File: src/rtl/midi_pkg.sv
`timescale 1ns / 1ps

package midi_pkg;

   localparam int LEN_W = 28;

   localparam logic [7:0] STATUS_SYSEX = 8'hF0;
   localparam logic [7:0] STATUS_EOX   = 8'hF7;
   localparam logic [7:0] STATUS_META  = 8'hFF;
   localparam logic [7:0] DATA_MASK    = 8'h7F;
   localparam logic [7:0] STATUS_BIT   = 8'h80;

   typedef enum logic [2:0] {
      PH_IDLE,
      PH_DATA1,
      PH_DATA2,
      PH_VENDOR,
      PH_SXLIVE,
      PH_METATYPE,
      PH_LENGTH,
      PH_PAYLOAD
   } phase_type;

   typedef enum logic [2:0] {
      KIND_CHAN  = 3'd0,
      KIND_SYS   = 3'd1,
      KIND_SYSEX = 3'd2,
      KIND_META  = 3'd3,
      KIND_END   = 3'd4,
      KIND_ERR   = 3'd5
   } kind_type;

   // one queued event, optionally followed by a block end item
   typedef struct packed {
      kind_type   kind;
      logic [7:0] status_byte;
      logic [7:0] first_data;
      logic [7:0] second_data;
      logic [1:0] data_count;
      logic [7:0] meta_kind;
      logic       with_end;
   } rsp_entry_type;

   // data bytes that follow a channel status, by high nibble
   function automatic logic [1:0] data_len(input logic [3:0] nibble);
      logic [1:0] len;
      begin
         case (nibble)
            4'h8, 4'h9, 4'hA, 4'hB, 4'hE: len = 2'd2;
            4'hC, 4'hD:                    len = 2'd1;
            default:                       len = 2'd0;
         endcase
         return len;
      end
   endfunction

endpackage

File: src/rtl/midi_byte_stream_parser.sv
`timescale 1ns / 1ps
// Results are registered in the event queue before they appear on rsp.
// Throughput: one byte per cycle while the two-entry event queue after the parse logic
// is not full; the queue drains one item per cycle while rsp_tready is high, and a byte
// that closes a file block (payload plus end) yields two output items from one entry.
// Reset: synchronous, active high; parser idle, running status and file_mode cleared.
module midi_byte_stream_parser
   import midi_pkg::*;
#(
   parameter int MAX_LENGTH_BYTES = 4
) (
   input  logic        clock,
   input  logic        reset,
   input  logic        req_tvalid,
   output logic        req_tready,
   input  logic [7:0]  req_tdata,   // [7:0] stream_byte
   output logic        rsp_tvalid,
   input  logic        rsp_tready,
   output logic [39:0] rsp_tdata,   // [7:0] status_byte, [15:8] first_data,
                                    // [23:16] second_data, [25:24] data_count,
                                    // [33:26] meta_kind, [39:34] zero
   output logic [2:0]  rsp_tuser,   // [2:0] kind
   output logic        rsp_tlast,   // last
   input  logic        csr_valid,
   output logic        csr_ready,
   input  logic        csr_data     // file_mode
);

   phase_type        phase_ff, phase_in;
   logic [7:0]       running_status_ff, running_status_in;
   logic [7:0]       held_data_ff, held_data_in;
   logic [LEN_W-1:0] remaining_ff, remaining_in;
   logic [LEN_W-1:0] length_accum_ff, length_accum_in;
   logic [2:0]       length_bytes_ff, length_bytes_in;
   logic             block_is_meta_ff, block_is_meta_in;
   logic [7:0]       held_meta_kind_ff, held_meta_kind_in;
   logic             file_mode_ff;

   rsp_entry_type    queue_ff [2];
   logic             wr_ptr_ff, rd_ptr_ff, sel_ff;
   logic [1:0]       count_ff;

   rsp_entry_type    result;
   rsp_entry_type    head;
   logic             result_valid;
   logic             req_xfer, rsp_xfer, push, pop;
   logic [7:0]       b;
   logic [1:0]       dlen;
   logic [7:0]       blk_status;
   logic [7:0]       blk_meta;
   logic [LEN_W-1:0] accum_next;
   logic [LEN_W-1:0] remaining_dec;

   assign csr_ready  = 1'b1;
   assign req_tready = (count_ff != 2'd2);
   assign req_xfer   = req_tvalid && req_tready;
   assign b          = req_tdata;
   assign dlen       = data_len(running_status_ff[7:4]);
   assign blk_status = block_is_meta_ff ? STATUS_META : STATUS_SYSEX;
   assign blk_meta   = block_is_meta_ff ? held_meta_kind_ff : 8'd0;
   assign accum_next = {length_accum_ff[LEN_W-8:0], b[6:0]};
   assign remaining_dec = remaining_ff - {{(LEN_W-1){1'b0}}, 1'b1};

   always_comb begin
      phase_in          = phase_ff;
      running_status_in = running_status_ff;
      held_data_in      = held_data_ff;
      remaining_in      = remaining_ff;
      length_accum_in   = length_accum_ff;
      length_bytes_in   = length_bytes_ff;
      block_is_meta_in  = block_is_meta_ff;
      held_meta_kind_in = held_meta_kind_ff;
      result_valid      = 1'b0;
      result            = '{kind: KIND_SYS, status_byte: 8'd0, first_data: 8'd0,
                            second_data: 8'd0, data_count: 2'd0, meta_kind: 8'd0,
                            with_end: 1'b0};
      case (phase_ff)
         PH_IDLE: begin
            if ((b & STATUS_BIT) != 8'd0) begin
               running_status_in = b;
               if (data_len(b[7:4]) != 2'd0) begin
                  phase_in = PH_DATA1;
               end else if (b == STATUS_SYSEX) begin
                  block_is_meta_in  = 1'b0;
                  held_meta_kind_in = 8'd0;
                  if (file_mode_ff) begin
                     length_accum_in = '0;
                     length_bytes_in = 3'd0;
                     phase_in        = PH_LENGTH;
                  end else begin
                     phase_in = PH_VENDOR;
                  end
               end else if (b == STATUS_META && file_mode_ff) begin
                  block_is_meta_in = 1'b1;
                  phase_in         = PH_METATYPE;
               end else begin
                  result_valid       = 1'b1;
                  result.kind        = KIND_SYS;
                  result.status_byte = b;
               end
            end else if (dlen == 2'd1) begin
               result_valid       = 1'b1;
               result.kind        = KIND_CHAN;
               result.status_byte = running_status_ff;
               result.first_data  = b;
               result.data_count  = 2'd1;
            end else if (dlen == 2'd2) begin
               held_data_in = b;
               phase_in     = PH_DATA2;
            end else begin
               result_valid       = 1'b1;
               result.kind        = KIND_ERR;
               result.status_byte = running_status_ff;
               result.first_data  = b;
            end
         end
         PH_DATA1: begin
            if (dlen == 2'd2) begin
               held_data_in = b;
               phase_in     = PH_DATA2;
            end else begin
               result_valid       = 1'b1;
               result.kind        = KIND_CHAN;
               result.status_byte = running_status_ff;
               result.first_data  = b;
               result.data_count  = 2'd1;
               phase_in           = PH_IDLE;
            end
         end
         PH_DATA2: begin
            result_valid       = 1'b1;
            result.kind        = KIND_CHAN;
            result.status_byte = running_status_ff;
            result.first_data  = held_data_ff;
            result.second_data = b;
            result.data_count  = 2'd2;
            phase_in           = PH_IDLE;
         end
         PH_VENDOR: begin
            // drop the vendor byte
            phase_in = PH_SXLIVE;
         end
         PH_SXLIVE: begin
            result_valid       = 1'b1;
            result.status_byte = STATUS_SYSEX;
            if (b == STATUS_EOX) begin
               result.kind = KIND_END;
               phase_in    = PH_IDLE;
            end else begin
               result.kind       = KIND_SYSEX;
               result.first_data = b;
            end
         end
         PH_METATYPE: begin
            held_meta_kind_in = b;
            length_accum_in   = '0;
            length_bytes_in   = 3'd0;
            phase_in          = PH_LENGTH;
         end
         PH_LENGTH: begin
            length_accum_in = accum_next;
            length_bytes_in = length_bytes_ff + 3'd1;
            if ((b & STATUS_BIT) != 8'd0) begin
               if (length_bytes_in >= 3'(MAX_LENGTH_BYTES)) begin
                  result_valid       = 1'b1;
                  result.kind        = KIND_ERR;
                  result.status_byte = blk_status;
                  result.first_data  = b;
                  result.meta_kind   = blk_meta;
                  phase_in           = PH_IDLE;
               end
            end else if (accum_next == '0) begin
               result_valid       = 1'b1;
               result.kind        = KIND_END;
               result.status_byte = blk_status;
               result.meta_kind   = blk_meta;
               phase_in           = PH_IDLE;
            end else begin
               remaining_in = accum_next;
               phase_in     = PH_PAYLOAD;
            end
         end
         default: begin
            result_valid       = 1'b1;
            result.kind        = block_is_meta_ff ? KIND_META : KIND_SYSEX;
            result.status_byte = blk_status;
            result.first_data  = b;
            result.meta_kind   = blk_meta;
            remaining_in       = remaining_dec;
            if (remaining_dec == '0) begin
               result.with_end = 1'b1;
               phase_in        = PH_IDLE;
            end
         end
      endcase
   end

   // output side: head entry, then its end item when one is attached
   assign head       = queue_ff[rd_ptr_ff];
   assign rsp_tvalid = (count_ff != 2'd0);
   assign rsp_xfer   = rsp_tvalid && rsp_tready;
   assign pop        = rsp_xfer && (sel_ff || !head.with_end);
   assign push       = req_xfer && result_valid;

   always_comb begin
      if (sel_ff) begin
         rsp_tuser = KIND_END;
         rsp_tdata = {6'd0, head.meta_kind, 2'd0, 8'd0, 8'd0, head.status_byte};
         rsp_tlast = 1'b1;
      end else begin
         rsp_tuser = head.kind;
         rsp_tdata = {6'd0, head.meta_kind, head.data_count, head.second_data,
                      head.first_data, head.status_byte};
         rsp_tlast = !head.with_end;
      end
   end

   always_ff @(posedge clock) begin
      if (reset) begin
         phase_ff          <= PH_IDLE;
         running_status_ff <= 8'd0;
         held_data_ff      <= 8'd0;
         remaining_ff      <= '0;
         length_accum_ff   <= '0;
         length_bytes_ff   <= 3'd0;
         block_is_meta_ff  <= 1'b0;
         held_meta_kind_ff <= 8'd0;
         file_mode_ff      <= 1'b0;
         wr_ptr_ff         <= 1'b0;
         rd_ptr_ff         <= 1'b0;
         sel_ff            <= 1'b0;
         count_ff          <= 2'd0;
      end else begin
         if (csr_valid && csr_ready) begin
            file_mode_ff <= csr_data;
         end
         if (req_xfer) begin
            phase_ff          <= phase_in;
            running_status_ff <= running_status_in;
            held_data_ff      <= held_data_in;
            remaining_ff      <= remaining_in;
            length_accum_ff   <= length_accum_in;
            length_bytes_ff   <= length_bytes_in;
            block_is_meta_ff  <= block_is_meta_in;
            held_meta_kind_ff <= held_meta_kind_in;
         end
         if (push) begin
            wr_ptr_ff <= !wr_ptr_ff;
         end
         if (pop) begin
            rd_ptr_ff <= !rd_ptr_ff;
            sel_ff    <= 1'b0;
         end else if (rsp_xfer) begin
            // advance to the attached end item
            sel_ff <= 1'b1;
         end
         if (push && !pop) begin
            count_ff <= count_ff + 2'd1;
         end else if (pop && !push) begin
            count_ff <= count_ff - 2'd1;
         end
      end
   end

   always_ff @(posedge clock) begin
      if (push) begin
         queue_ff[wr_ptr_ff] <= result;
      end
   end

   a_count_bound: assert property (@(posedge clock) disable iff (reset)
      count_ff != 2'd3)
      else $error("event queue count out of range");

   a_sel_has_end: assert property (@(posedge clock) disable iff (reset)
      sel_ff |-> (rsp_tvalid && head.with_end))
      else $error("end item selected without an attached end");

   a_payload_nonzero: assert property (@(posedge clock) disable iff (reset)
      (phase_ff == PH_PAYLOAD) |-> (remaining_ff != '0))
      else $error("payload phase with nothing remaining");

   a_length_bound: assert property (@(posedge clock) disable iff (reset)
      (phase_ff == PH_LENGTH) |-> (length_bytes_ff < 3'(MAX_LENGTH_BYTES)))
      else $error("length prefix longer than allowed");

endmodule
File: config.mk
export PLATFORM = sky130hd
export DESIGN_NAME = midi_byte_stream_parser
export DESIGN_NICKNAME = d
export VERILOG_FILES = /design/src/rtl/midi_pkg.sv /design/src/rtl/midi_byte_stream_parser.sv
export SDC_FILE = /design/constraint.sdc
export NUM_CORES = 1
export LEC_CHECK = 0
export ABC_CLOCK_PERIOD_IN_PS = 12900
export BUFFER_PORTS_ARGS = -buffer_cell sky130_fd_sc_hd__buf_2
export CAP_MARGIN = 15
export CELL_PAD_IN_SITES_DETAIL_PLACEMENT = 0
export CELL_PAD_IN_SITES_GLOBAL_PLACEMENT = 1
export CORE_ASPECT_RATIO = 1.75
export CORE_MARGIN = 3
export CORE_UTILIZATION = 40
export DETAILED_ROUTE_END_ITERATION = 10
export HOLD_SLACK_MARGIN = 0.02
export PLACE_DENSITY = 0.71
export REMOVE_ABC_BUFFERS = 1
export SLEW_MARGIN = 0
export SYNTH_ARGS = -nofsm -noshare
export SYNTH_HDL_FRONTEND = slang
export SYNTH_SLANG_ARGS = --single-unit
File: constraint.sdc
create_clock -name clock -period 12.9 [get_ports clock]
set_clock_uncertainty 0.2 [all_clocks]
set_input_delay 2.58 -clock clock [delete_from_list [all_inputs] [get_ports clock]]
set_output_delay 2.58 -clock clock [all_outputs]
set_load 0.01 [all_outputs]
==> results of run 1 <==
[worst max-delay path: stages]
cell and delay, ns:
buf_2 0.27, nand4_1 0.27, a311o_1 0.42, nor2_1 0.33, a21oi_1 0.20, a21oi_1 0.27
nor2b_4 0.93
[flip-flops by register name, indices dropped and copies added, names as in the netlist, named ones only]
register           count
length_accum_ff       21
queue_ff              76
phase_ff               3
file_mode_ff           1
rd_ptr_ff              1
wr_ptr_ff              1
remaining_ff          28
block_is_meta_ff       1
held_data_ff           8
sel_ff                 1
held_meta_kind_ff      8
running_status_ff      8
length_bytes_ff        3
count_ff               2
[synthesized netlist by cell type, drive strengths merged, types with 3 or more instances]
library cell / count
xnor2: 4
o31a: 4
nand3: 29
nand2: 73
nor2: 85
or3: 11
a31oi: 7
and3: 17
nor4: 18
nor3: 18
mux2i: 36
edfxtp: 76
and2: 14
o32ai: 3
a22o: 8
a22oi: 18
o31ai: 3
o22ai: 3
mux2: 16
buf: 13
nand4b: 4
nand4: 6
clkbuf: 53
or4: 8
a2bb2oi: 3
or2: 3
a211o: 3
a221o: 4
dfxtp: 87
a21oi: 55
a21o: 8
o21ai: 40
inv: 13
ha: 6
nand2b: 6
a211oi: 9
xor2: 8
nor2b: 6
o211ai: 4
[power groups by stage]
| stage | combinational, mW | clock [mW] | sequential (mW) |
|---|---|---|---|
| after floorplan | 0.353 | 0 | 0.701 |
| after global placement | 0.532 | 0 | 0.712 |
| after detailed placement | 0.538 | 0 | 0.716 |
| after CTS | 0.541 | 0.486 | 0.705 |
| after global routing | 0.590 | 0.506 | 0.714 |
| final | 0.534 | 0.476 | 0.703 |
[metal layers]
metal  GRT usage [%]  part of all wire [%]
met4            8.90                   3.2
met1            21.3                    37
met5               0                     0
met2            39.4                    56
met3            2.69                   3.1
[through the flow]
stage               cells  area [um^2]  hold WS (ns)  setup slack, ns  util [%]
floorplan             748         7570         0.230             6.63         -
global placement     1050         8220         0.243             7.07      42.8
detailed placement   1051         8220         0.259             6.99      42.8
CTS                  1083         8770         0.268             7.43      45.7
global route         1083         8770         0.293             7.26      45.7
finish               1083         8770         0.269             7.43      45.7
[cells by family (layout without fill, tap and decap cells)]
logic type | after synthesis | count (layout) | synth area share, %
adder cells (fa/ha/maj) | 6 | 6 | 0.959
other | 2 | 7 | 0.0959
flip-flops | 163 | 163 | 51.4
buffers and inverters | 79 | 107 | 4.14
multiplexers | 52 | 52 | 6.90
AND/OR/NAND/NOR | 306 | 306 | 19.2
AO/OA/AOI/OAI | 189 | 189 | 16.0
XOR/XNOR | 12 | 12 | 1.34
[worst min path at each step]
stage                     cells past startpoint  slack, ns           startpoint                   to
after floorplan                               2       0.23   length_bytes_ff[1]   length_bytes_ff[1]
after global placement                        2       0.24   length_bytes_ff[1]   length_bytes_ff[1]
after detailed placement                      2       0.26  length_accum_ff[12]  length_accum_ff[12]
after CTS                                     2       0.27  length_accum_ff[12]  length_accum_ff[12]
after global routing                          2       0.29   length_bytes_ff[1]   length_bytes_ff[1]
final                                         2       0.27  length_accum_ff[12]  length_accum_ff[12]
[cell type report]
| cell class | count | area, um^2 | share of cell area (%) |
|---|---|---|---|
| Inverter | 13 | 48.8 | 0.556 |
| Clock inverter | 12 | 106 | 1.21 |
| Clock buffer | 20 | 447 | 5.09 |
| Timing Repair Buffer | 62 | 330 | 3.76 |
| Sequential cell | 163 | 4030 | 45.9 |
| Multi-Input combinational cell | 572 | 3510 | 40.1 |
| Tap cell | 241 | 302 | 3.44 |
==> metrics.md, run 1 <==
| Metric | Value |
|---|---|
| Crit. End Element | `register` |
| Post-synth ARST share | `0%` |
| Final setup vio count | `0` |
| Top_reg_cell synth | `dfxtp_1` |
| Final ANT Viol Nets | `0` |
| Sw Pwr | `0.587 mW` |
| TritonCTS Buffers | `17` |
| Fillcell total | `1841` |
| Initial antenna violation count | `0` |
| CP endpoint | `queue_ff[0][20]` |
| Worst IR drop on VDD | `0.000106 V` |
| Leakage dissipation | `3.21 nW` |
| Clock tree from TritonCTS | `yes` |
| Most frequent cells in the layout | `dfxtp_1, nor2_1, edfxtp_1, nand2_1, a21oi_1` |
| Cells on worst reg2reg path | `6` |
| CTS hold repair buffers | `0` |
| N_diodes | `0` |
| Sink Count | `around 160` |
| Post-CTS Setup Inserts | `0` |
| Leading cell type in the layout, fill and taps excluded | `dfxtp_1` |
| Normalized max-slew margin | `roughly a quarter` |
| Total power | `1.71 mW` |
| Max FO, Critical Path | `38` |
| Sw Share | `34.3%` |
| Tmin final | `5.47 ns` |
| Overflow after GRT | `0` |
| Yosys warns | `0` |
| Clock network fraction of design power | `27.8%` |
| Count of final hold-check violations | `0` |
| Vias | `6252` |
| First-pass GRT wire length | `roughly 34000 um` |
| Buffers on Ports | `53` |
| Die height | `191 um` |
| HPWL after DPL | `approximately 15000 um` |
| Max-slew violation count | `0` |
| Layout Area Growth over Synthesis | `12.0%` |
| Arrival time at the worst endpoint | `5.31 ns` |
| Clock transition at path regs | `0.07 ns` |
| Setup_tns | `0 ns` |
| Starting DRT DRC Count | `336` |
| Drt drc | `0` |
| Total iterations of the first detailed-routing run | `5` |
| Type of the worst min-delay path | `reg2reg` |
| Top Ports | `61` |
| Core area | `19200 um^2` |
| GPL Wtd Cong | `slightly below 0.9` |
| Seq/Total Area, Yosys | `51.4%` |
| Leading area contributor after synthesis | `edfxtp_1` |
| Power share of the sequential group | `41.1%` |
| Gr usage total | `between 20 and 25%` |
| Quantity of gates resized following cts | `0` |
| Combinational share of power | `31.2%` |
| Largest net degree at the start of global routing | `89` |
| Status | `completed` |
| Crit share post-route | `42.4%` |
| CP Launch Point | `req_tdata[7]` |
| Fmax | `183 MHz` |
| Root Buffer | `clkbuf_16` |
| Longest Clk Path Bufs | `2` |
| P_int | `1.13 mW` |
| Reg2reg start | `phase_ff[0]` |
| Synth cell types | `63` |
| Syn Inst Count | `809` |
| #FFs+latches synth | `163` |
| Vias in the first global route | `6233` |
| Flop2flop setup slack | `9.20 ns` |
| Post-synth EDFFs | `76` |
| Worst-Margin Slew | `1.12 ns` |
| Req. time, crit path | `12.74 ns` |
| RSZ-0062 raised after global routing | `no` |
| Die width | `112 um` |
| Top post-synthesis cells by area | `edfxtp_1, dfxtp_1, mux2i_1` |
| Cell area after synthesis | `7830 um^2` |
| # rows | `67` |
| Critical path type | `in2reg` |
| Mean post-synth cell area | `about 9.7 um^2` |
| Routed wire length | `21400 um` |
| Yosys top cell area share | `29.1%` |
| Routed WL per cell | `between 15 and 20 um` |
| H-tree depth | `4` |
| # Max-Cap Violations | `0` |
| Area of the die | `21400 um^2` |
| Starting Density | `40.8%` |
| Worst skew pair latency | `0.42 ns` |
| Share of layout cells above drive strength 1 | `14.4%` |
| DR vias/cell | `5.77` |
| Layout net count | `849` |
| Reg-to-Reg End | `queue_ff[0][20]` |
| Worst setup SP type | `input port` |
| Pwr Density | `195 nW/um^2` |
Note: power is estimated with default switching activity, not from simulation.
==> inputs of run 2 (changes only) <==
--- a/config.mk
+++ b/config.mk
@@ -5,7 +5,7 @@
 export SDC_FILE = /design/constraint.sdc
 export NUM_CORES = 1
 export LEC_CHECK = 0
-export ABC_CLOCK_PERIOD_IN_PS = 12900
+export ABC_CLOCK_PERIOD_IN_PS = 5050
 export BUFFER_PORTS_ARGS = -buffer_cell sky130_fd_sc_hd__buf_2
 export CAP_MARGIN = 15
 export CELL_PAD_IN_SITES_DETAIL_PLACEMENT = 0
==> constraint.sdc (replaced) <==
create_clock -name clock -period 5.05 [get_ports clock]
set_clock_uncertainty 0.2 [all_clocks]
set_input_delay 1.01 -clock clock [delete_from_list [all_inputs] [get_ports clock]]
set_output_delay 1.01 -clock clock [all_outputs]
set_load 0.01 [all_outputs]
==> run 2 against run 1 <==
  * Via count grew 0.37%
  * Cell area is essentially flat
  * Setup slack lost 6.1 ns
  * Wire length shrank 0.25%
  * Register-to-register slack lost 7.5 ns
  * Combinational power grew to 2.5 times the previous value
  * Total power grew to 2.6 times the previous value
  * Cell count is essentially flat
  * Critical path type unchanged
  * Critical endpoint is now queue_ff[0][11]
==> metrics.md, run 2 (synthesis gave the netlist of run 1 again) <==
| Metric | Value |
|---|---|
| Worst skew pair latency | `0.43 ns (about the same)` |
| CP dominant cell by count | `a21oi_1` |
| Crit-path cells | `buf_2 -> nor4_1 -> nand3_1 -> o21ai_0 -> a21oi_1 -> a21oi_1 -> nor2b_4 -> buf_4` |
| Max incr delay on CP | `0.79 ns (-0.14 ns)` |
| P_int | `2.89 mW (+160%)` |
| Max FO, Critical Path | `38 (unchanged)` |
| Largest net degree at the start of global routing | `60 (-33%)` |
| Max-slew violation count | `0 (unchanged)` |
| Total power | `4.41 mW (+160%)` |
| Leakage dissipation | `3.22 nW (+0.20%)` |
| Vias in the first global route | `6135 (-1.6%)` |
| Setup_tns | `0 ns (unchanged)` |
| GPL Wtd Cong | `0.940 (+7.9%)` |
| Power share of the sequential group | `41.0% (about the same)` |
| Sw Share | `34.5% (+0.21 points)` |
| GR Layer Usage met1 | `22.2% (+0.92 points)` |
| Sink Count | `163 (unchanged)` |
| H-tree depth | `4 (unchanged)` |
| Arrival time at the worst endpoint | `3.58 ns (-1.73 ns)` |
| Post-CTS Setup Inserts | `0 (unchanged)` |
| Drt drc | `0 (unchanged)` |
| Critical path type | `in2reg` |
| RSZ-0062 raised after global routing | `no` |
| Area of the die | `21400 um^2 (unchanged)` |
| Worst setup SP type | `input port` |
| Overflow after GRT | `0 (unchanged)` |
| Most frequent cells in the layout | `dfxtp_1, nor2_1, edfxtp_1, nand2_1, a21oi_1` |
| Tmin final | `3.72 ns` |
| Clock tree from TritonCTS | `yes` |
| Die height | `191 um (unchanged)` |
| Met3 Use GR | `3.17% (+0.48 points)` |
| Flop2flop setup slack | `1.66 ns (-7.54 ns)` |
| Clock network fraction of design power | `28.3% (+0.5 points)` |
| Final ANT Viol Nets | `0 (unchanged)` |
| Combinational share of power | `30.8% (-0.4 points)` |
| Sw Pwr | `1.52 mW (+160%)` |
| # Max-Cap Violations | `0 (unchanged)` |
| DR vias/cell | `5.80 (+0.46%)` |
| Register name with the most flops | `queue_ff` |
| # rows | `67 (unchanged)` |
| Gr usage total | `20.2% (-0.078 points)` |
| Status | `completed` |
| Fillcell total | `1834 (-0.38%)` |
| Die width | `112 um (unchanged)` |
| Top Ports | `61 (unchanged)` |
| GR Util met2 | `37.4% (-2.1 points)` |
| Starting Density | `40.8% (unchanged)` |
| CTS hold repair buffers | `0 (unchanged)` |
| Type of the worst min-delay path | `reg2reg` |
| Max reg flops | `76 (unchanged)` |
| Worst-Margin Slew | `1.13 ns (+0.0176 ns)` |
| Pwr Density | `502 nW/um^2 (+160%)` |
| Total iterations of the first detailed-routing run | `5 (unchanged)` |
| Routed WL per cell | `19.7 um (-0.16%)` |
| TritonCTS Buffers | `17 (unchanged)` |
| Starting DRT DRC Count | `353 (+5.1%)` |
| Count of final hold-check violations | `0 (unchanged)` |
| Fmax | `269 MHz` |
| Share of layout cells above drive strength 1 | `14.5% (+0.14 points)` |
| Final setup vio count | `0 (unchanged)` |
| Layout Area Growth over Synthesis | `12.2% (about the same)` |
| Buffers on Ports | `53 (unchanged)` |
| Req. time, crit path | `4.91 ns (-7.83 ns)` |
| HPWL after DPL | `14800 um (-1.1%)` |
| Crit. End Element | `register` |
| Biggest regs | `queue_ff (76), remaining_ff (28), length_accum_ff (21)` |
| Layout net count | `848 (-0.12%)` |
| Crit share post-route | `73.7%` |
| First-pass GRT wire length | `33900 um (-0.50%)` |
| Core area | `19200 um^2 (unchanged)` |
| Clock transition at path regs | `0.06 ns (about the same)` |
| N_diodes | `0 (unchanged)` |
| Vias | `6275 (+0.37%)` |
| Slowest cell on crit path | `nor4_1` |
| Longest Clk Path Bufs | `2 (unchanged)` |
| Multi-input gate area | `3510 um^2 (unchanged)` |
| Root Buffer | `clkbuf_16` |
| Worst IR drop on VDD | `0.000294 V (+180%)` |
| Initial antenna violation count | `0 (unchanged)` |
| Most Crowded Layer GR | `met2` |
| Leading cell type in the layout, fill and taps excluded | `dfxtp_1` |
| Seq. cell area | `4030 um^2 (unchanged)` |
| Routed wire length | `21300 um (-0.25%)` |
| Normalized max-slew margin | `23.9% (-1.8 points)` |
| Quantity of gates resized following cts | `0 (unchanged)` |
==> run 2: worst paths after layout <==
check / start / end / depth (start not counted)
worst max-delay path: req_tdata[0] / queue_ff[0][11] / 8
worst min-delay path: length_bytes_ff[1] / length_bytes_ff[1] / 2
worst max register to register: phase_ff[0] / count_ff[1] / 8
worst min register to register: length_bytes_ff[1] / length_bytes_ff[1] / 2
==> run 2: layout make-up <==
class	count	area share, %
flip-flops and latches	163	45.8
multi-input cells	572	40.0
clock inverters	13	1.41
inverters	13	0.556
well taps	241	3.43
clock buffers	19	5.04
repair buffers	61	3.70
==> run 2: critical path: cells and delay by family <==
family	cells	cell delay, ns
AND/OR/NAND/NOR	3	1.17
AO/OA/AOI/OAI	3	0.74
buffers and inverters	2	0.63
==> run 2: layer usage <==
metal	vias up	routed length, um
met5	-	0
met4	0	746
met3	45	684
met2	175	11700
met1	3064	8180
li1	2991	-
==> run 2: through the flow <==
step / hold slack (ns) / util [%] / cell area, um^2 / setup WS [ns] / instances
after floorplan: 0.230 / - / 7570 / 0.351 / 748
after global placement: 0.244 / 42.8 / 8220 / 1.05 / 1050
after detailed placement: 0.255 / 42.8 / 8220 / 0.951 / 1050
after CTS: 0.264 / 45.7 / 8780 / 1.39 / 1082
after global routing: 0.290 / 45.7 / 8780 / 1.16 / 1082
final: 0.258 / 45.7 / 8780 / 1.33 / 1082
==> run 2: power groups by stage <==
| stage | Clock [mW] | Sequential (mW) | Combinational [mW] |
|---|---|---|---|
| after floorplan | 0 | 1.79 | 0.902 |
| after global placement | 0 | 1.83 | 1.35 |
| after detailed placement | 0 | 1.84 | 1.36 |
| after CTS | 1.28 | 1.81 | 1.37 |
| after global routing | 1.33 | 1.83 | 1.50 |
| final | 1.25 | 1.80 | 1.36 |
